File: src/sv/clut_texel_fetch_decode_unit_macros.svh
// assertion macros shared by the texel fetch block
// no dependencies; expects clk_i and rst_ni in the including module
`ifndef CLUT_TEXEL_FETCH_DECODE_UNIT_MACROS_SVH
`define CLUT_TEXEL_FETCH_DECODE_UNIT_MACROS_SVH

`ifndef NO_ASSERTIONS

// checked outside reset only
`define CTFD_ASSERT(label, prop, msg) \
  label: assert property (@(posedge clk_i) disable iff (!rst_ni) (prop)) else $error(msg);

// checked at every edge, reset included
`define CTFD_ASSERT_ALWAYS(label, prop, msg) \
  label: assert property (@(posedge clk_i) (prop)) else $error(msg);

`else

`define CTFD_ASSERT(label, prop, msg)
`define CTFD_ASSERT_ALWAYS(label, prop, msg)

`endif

`endif

File: src/sv/ctfd_pkg.sv
// shared widths, codes and controller/datapath types of the texel fetch block
// no dependencies
package ctfd_pkg;

  localparam int ReqXW    = 10;
  localparam int ReqYW    = 9;
  localparam int HalfW    = 16;
  localparam int TexW     = 8;
  localparam int CfgIdxW  = 3;
  localparam int CfgDataW = 16;

  localparam logic [CfgIdxW-1:0] CFG_PAGE_X     = 3'd0;
  localparam logic [CfgIdxW-1:0] CFG_PAGE_Y     = 3'd1;
  localparam logic [CfgIdxW-1:0] CFG_COLOR_MODE = 3'd2;
  localparam logic [CfgIdxW-1:0] CFG_CLUT_X     = 3'd3;
  localparam logic [CfgIdxW-1:0] CFG_CLUT_Y     = 3'd4;

  localparam logic [1:0] MODE_CLUT4      = 2'd0;
  localparam logic [1:0] MODE_CLUT8      = 2'd1;
  localparam logic [1:0] MODE_DIRECT     = 2'd2;
  localparam logic [1:0] MODE_DIRECT_ALT = 2'd3;

  localparam logic REQ_WRITE = 1'b0;
  localparam logic REQ_FETCH = 1'b1;

  typedef struct packed {
    logic latch_item;
    logic clear_write;
    logic mem_write;
    logic tex_read;
    logic clut_read;
    logic load_out;
  } ctfd_cmd_t;

  typedef struct packed {
    logic clear_last;
    logic is_fetch;
    logic is_direct;
  } ctfd_sts_t;

endpackage

File: src/sv/ctfd_ctrl.sv
// sequencer of the texel fetch block: clearing pass, write, texel and palette reads
// depends on ctfd_pkg and the assertion macro header
`include "clut_texel_fetch_decode_unit_macros.svh"

module ctfd_ctrl (
  input  logic                clk_i,
  input  logic                rst_ni,
  input  logic                in_valid_i,
  output logic                in_ready_o,
  output logic                out_valid_o,
  input  logic                out_ready_i,
  input  ctfd_pkg::ctfd_sts_t sts_i,
  output ctfd_pkg::ctfd_cmd_t cmd_o
);
  import ctfd_pkg::*;

  localparam logic [2:0] ST_CLEAR = 3'd0;
  localparam logic [2:0] ST_IDLE  = 3'd1;
  localparam logic [2:0] ST_ISSUE = 3'd2;
  localparam logic [2:0] ST_CLUT  = 3'd3;
  localparam logic [2:0] ST_DONE  = 3'd4;

  logic [2:0] state_q, state_d;
  logic       out_valid_q, out_valid_d;

  always_comb begin
    state_d = state_q;
    cmd_o   = '0;
    case (state_q)
      ST_CLEAR: begin
        cmd_o.clear_write = 1'b1;
        if (sts_i.clear_last) begin
          state_d = ST_IDLE;
        end
      end
      ST_IDLE: begin
        if (in_valid_i) begin
          cmd_o.latch_item = 1'b1;
          state_d = ST_ISSUE;
        end
      end
      ST_ISSUE: begin
        if (!sts_i.is_fetch) begin
          cmd_o.mem_write = 1'b1;
          state_d = ST_IDLE;
        end else begin
          cmd_o.tex_read = 1'b1;
          state_d = sts_i.is_direct ? ST_DONE : ST_CLUT;
        end
      end
      ST_CLUT: begin
        cmd_o.clut_read = 1'b1;
        state_d = ST_DONE;
      end
      ST_DONE: begin
        // wait for the output slot to free up
        if (!out_valid_q || out_ready_i) begin
          cmd_o.load_out = 1'b1;
          state_d = ST_IDLE;
        end
      end
      default: begin
        state_d = ST_IDLE;
      end
    endcase
  end

  always_comb begin
    out_valid_d = out_valid_q;
    if (cmd_o.load_out) begin
      out_valid_d = 1'b1;
    end else if (out_ready_i) begin
      out_valid_d = 1'b0;
    end
  end

  always_ff @(posedge clk_i or negedge rst_ni) begin
    if (!rst_ni) begin
      state_q     <= ST_CLEAR;
      out_valid_q <= 1'b0;
    end else begin
      state_q     <= state_d;
      out_valid_q <= out_valid_d;
    end
  end

  assign in_ready_o  = (state_q == ST_IDLE);
  assign out_valid_o = out_valid_q;

  `CTFD_ASSERT(a_no_overwrite, cmd_o.load_out |-> (!out_valid_q || out_ready_i), "result overwritten")
  `CTFD_ASSERT(a_port_exclusive, !((cmd_o.mem_write || cmd_o.clear_write) && (cmd_o.tex_read || cmd_o.clut_read)), "write and read collide")
  `CTFD_ASSERT(a_accept_issue, (in_valid_i && in_ready_o) |=> (state_q == ST_ISSUE), "accepted item not issued")
  `CTFD_ASSERT(a_clut_then_done, cmd_o.clut_read |=> (state_q == ST_DONE && !in_ready_o), "palette read not followed by result")
  `CTFD_ASSERT_ALWAYS(a_reset_blocks, !rst_ni |-> (!in_ready_o && !out_valid_o), "handshake open in reset")

endmodule

File: config.mk
export PLATFORM = sky130hd
export DESIGN_NAME = ctfd_ctrl
export DESIGN_NICKNAME = d
export VERILOG_FILES = /design/src/sv/ctfd_pkg.sv /design/src/sv/ctfd_ctrl.sv
export VERILOG_INCLUDE_DIRS = /design/src /design/src/sv
export SDC_FILE = /design/constraint.sdc
export NUM_CORES = 1
export LEC_CHECK = 0
export BUFFER_PORTS_ARGS = -buffer_cell sky130_fd_sc_hd__buf_4
export CAP_MARGIN = 20
export CELL_PAD_IN_SITES_DETAIL_PLACEMENT = 2
export CELL_PAD_IN_SITES_GLOBAL_PLACEMENT = 2
export CORE_AREA = 2 2 39 41
export DETAILED_ROUTE_END_ITERATION = 10
export DIE_AREA = 0 0 41 43
export PLACE_DENSITY_LB_ADDON = 0.1
export SYNTH_ARGS = -nofsm -noshare
export SYNTH_HDL_FRONTEND = slang
export SYNTH_SLANG_ARGS = --single-unit
File: constraint.sdc
create_clock -name clk_i -period 3.4 [get_ports clk_i]
set_clock_uncertainty 0.15 [all_clocks]
set_input_delay 0.34 -clock clk_i [delete_from_list [all_inputs] [get_ports clk_i]]
set_output_delay 0.34 -clock clk_i [all_outputs]
set_load 0.1 [all_outputs]
======== Yosys cells after proc, flatten, opt, wreduce, memory -nomap -nowiden ========
Index checks and enable logic that the tools add are counted.
storage, ports and cells
  register bits ........................... 4
  input port bits ......................... 7
  output and inout bits ................... 8
  logic and storage cells ................. 31
operators by class
  equality and inequality tests ........... 7
  mux-type cells .......................... 17
  reduce and logical (&&, ||, !) cells .... 5
operator list
  kind                                           count
  two-way mux 3 bit                              5
  case mux 3 bit (5 select lines)                1
  two-way mux 1 bit                              10
  == test 3 x 2 -> 1 bit, second input constant  2
  != test 2 bit, second input constant           3
  == test 3 x 1 -> 1 bit, second input constant  1
  == test 3 bit, second input constant           1
  logical NOT 3 bit                              1
  AND reduction 3 bit                            1
  two-way mux 2 bit                              1
  nonzero test 2 bit                             1
  logical NOT 1 bit                              1
  logical OR 1 bit                               1

======== Logic depth before layout (Yosys ltp) ========
  depth after elaboration ................. 5
  mapped depth ............................ 3
  mapped depth without buffers ............ 3

======== Worst setup path before layout ========
Ideal clock, no wire load.
  kind .................................... reg-to-output
  from .................................... register state_q[2]
  to ...................................... output cmd_o[3] (netlist bit)
  data arrival time ....................... 3517 ps
  data required time ...................... 2910 ps
  setup slack ............................. -607 ps
  cell stages (with the launch flop) ...... 3
  buffers on the path ..................... 1
  cells stage by stage .................... dfrtp_1 > buf_2 > nor4_1
RTL lines
  element                   RTL line         RTL
  start: declaration        ctfd_ctrl.sv:23  logic [2:0] state_q, state_d;
  start signal: assignment  ctfd_ctrl.sv:82  state_q <= state_d;
  end: declaration          ctfd_ctrl.sv:13  output ctfd_pkg::ctfd_cmd_t cmd_o

==> impl_metrics.yaml <==
clocking:
  htree_levels: 1
  clock_sinks: 4
  cts_root_buf: "clkbuf_4"
  cts_tree: "built"
  clkSlewWorstSetupHoldPaths_ns: 0.03
  post_cts_buffers: 0
  cts.path.max_buffers: 2
  postCtsHoldBufs: 1
  ctsResizeCount: 0
  numCtsBuffers: 3
  clk_latency_ns: 0.23
placement:
  numPortBuffers: 14
  place.gp.congestion: 0.633
  placed_area_sq_um: 370
drt:
  viasPerCell: 4.24
  ant_nets: 0
  wl_per_cell_um: 11.9
  drc: 0
  dr.pass1.iters: 1
  wl_um: 691
  drt_iter0_drc: 0
  dr_total_vias: 246
worst_hold_path:
  min_from: "sts_i[0]"
  whs_path_depth: 3
  min_to: "state_q[1]"
  hp-class: "input port to flip-flop"
worst_setup_path:
  max_stage_delay_ns: 0.52
  end_kind: "output port"
  worstReg2RegStart: "state_q[0]"
  r2r_end: "state_q[0]"
  critical_path_class: "flip-flop to output port"
  crit_path_top_delay_cell: "dfrtp_1"
  rrSetupSlack_ns: 2.15
  rr_worst_depth: 3
  cp_num_buf_inv: 1
  crit_chain: "nor4b_4 > buf_4"
  crit_fanout: 11
  crit_family: "flip-flops"
  cp_data_required_time_ns: 2.91
  worstPathArrival_ns: 1.43
  startpoint: "state_q[2]"
  start_kind: "flip-flop"
die:
  ios: 15
  fp.dieH_um: 43
  core_sq_um: 1380
  die_w_um: 41
  start_util: 0.182
  die_area_sq_um: 1760
  rows: 14
grt:
  use_met2: 0.138
  grt_max_degree: 12
  grtUsageTotal: 0.0989
  grt-busiest-layer: "met2"
  grt_pass1_vias: 271
  use_met1: 0.137
  grt_pass1_wl_mm: 1.18
  gr-usage-met3: 0
  grt_antenna_before_repair: 0
  overflow: 0
timing:
  tightestPinTransition_ns: 0.432
  finalMaxSlewViolations: 0
  maxSlewHeadroom: 0.712
  tns_ns: 0
  rsz0062_at_grt: "no"
  finalHoldViolCount: 0
  fmax_mhz: 520
  setup_violations: 0
  whs_ns: 0.264
  period_needed_ns: 1.92
  period_share: 0.566
yosys:
  synth-seq-area-share: 0.398
  yosysWarnings: 0
  ys_types: 19
  syn_inst: 26
  synth_nets: 33
  synth_seq_cells: 4
  syn_area_sq_um: 251
  synth.avg_cell_area_sq_um: 9.67
layout:
  n_antenna_cell: 0
  final_nets: 51
  drive_above_1_share: 0.500
  area_growth_pct: 60.2
  final_cell_area_sq_um: 403
status:
  status: "finished, final reports clean"
flow_run:
  maxCapViolations: 0
-- sequential cells by signal, indices dropped and copies added (netlist names) --
signal / cells
out_valid_o: 1
state_q: 3
-- worst register-to-register path, stage by stage (launching register included) --
cell,delay (ns)
dfrtp_1,0.51
nand2_1,0.14
a211oi_1,0.26
a21oi_1,0.07
-- layer usage --
metal	part of all wire	wire length, um
met5	0	0
met1	0.42	287
met2	0.52	360
met3	0.061	42
met4	0	0
-- cell families (layout without fill, tap and decap cells) --
kind of cell,after synthesis,in the layout,synth area share
DFF,4,4,0.398
and+or+nand+nor,12,12,0.348
muxes,1,1,0.0398
AOI/OAI and AO/OA,5,5,0.134
buffers and inverters,4,20,0.0796
-- synth_stat cells (all sizes together) --
master  instances  share of area
a21o            1          0.030
dfrtp           4           0.40
buf             2          0.050
a21oi           2          0.040
mux2i           1          0.040
inv             2          0.030
nor3b           2          0.060
and3            1          0.025
a211oi          1          0.030
nor3            2          0.060
nand2b          1          0.025
nor2            1          0.015
nor4            1          0.025
o32ai           1          0.035
nand2           3          0.045
nor4b           1          0.095
-- area by class of cell --
cell class / count / area [sq um]
Clock buffer: 3 / 22.5
Fill cell: 159 / 981
Inverter: 2 / 7.51
Multi-Input combinational cell: 18 / 138
Sequential cell: 4 / 100
Tap cell: 16 / 20.0
Timing Repair Buffer: 15 / 115
-- metrics by stage --
| step | cells | setup slack [ns] | util |
|---|---|---|---|
| 3_5_place_dp | 54 | 1.72 | 0.268 |
| 6_report | 58 | 1.48 | 0.291 |
| 3_3_place_gp | 54 | 1.73 | 0.268 |
| 4_1_cts | 58 | 1.46 | 0.291 |
| 5_1_grt | 58 | 1.40 | 0.291 |
| 2_1_floorplan | 26 | 0.112 | - |
-- cells in the final DEF (no fill, tap or decap) --
cell type | synthesis | routed
buf_4 | 1 | 14
dfrtp_1 | 4 | 4
nand2_1 | 3 | 3
clkbuf_4 | 0 | 3
nor3b_1 | 2 | 2
a21oi_1 | 2 | 2
inv_2 | 1 | 1
nor4b_4 | 1 | 1
nor3_1 | 1 | 1
nand2b_1 | 1 | 1
nor2_1 | 1 | 1
and3_1 | 1 | 1
nor4_2 | 0 | 1
nor3_2 | 1 | 1
inv_1 | 1 | 1
a21o_1 | 1 | 1
o32ai_1 | 1 | 1
mux2i_1 | 1 | 1
a211oi_1 | 1 | 1
dlygate4sd3_1 | 0 | 1
-- worst max path at each step --
stage / to / depth (start not counted)
finish: cmd_o[2] / 2
global route: cmd_o[2] / 2
CTS: cmd_o[2] / 2
detailed placement: cmd_o[2] / 2
global placement: cmd_o[2] / 2
floorplan: cmd_o[1] / 2
Power is left out: the tool's default activity adds up to more than one toggle a clock period on the data nets, which glitch-free logic cannot reach.
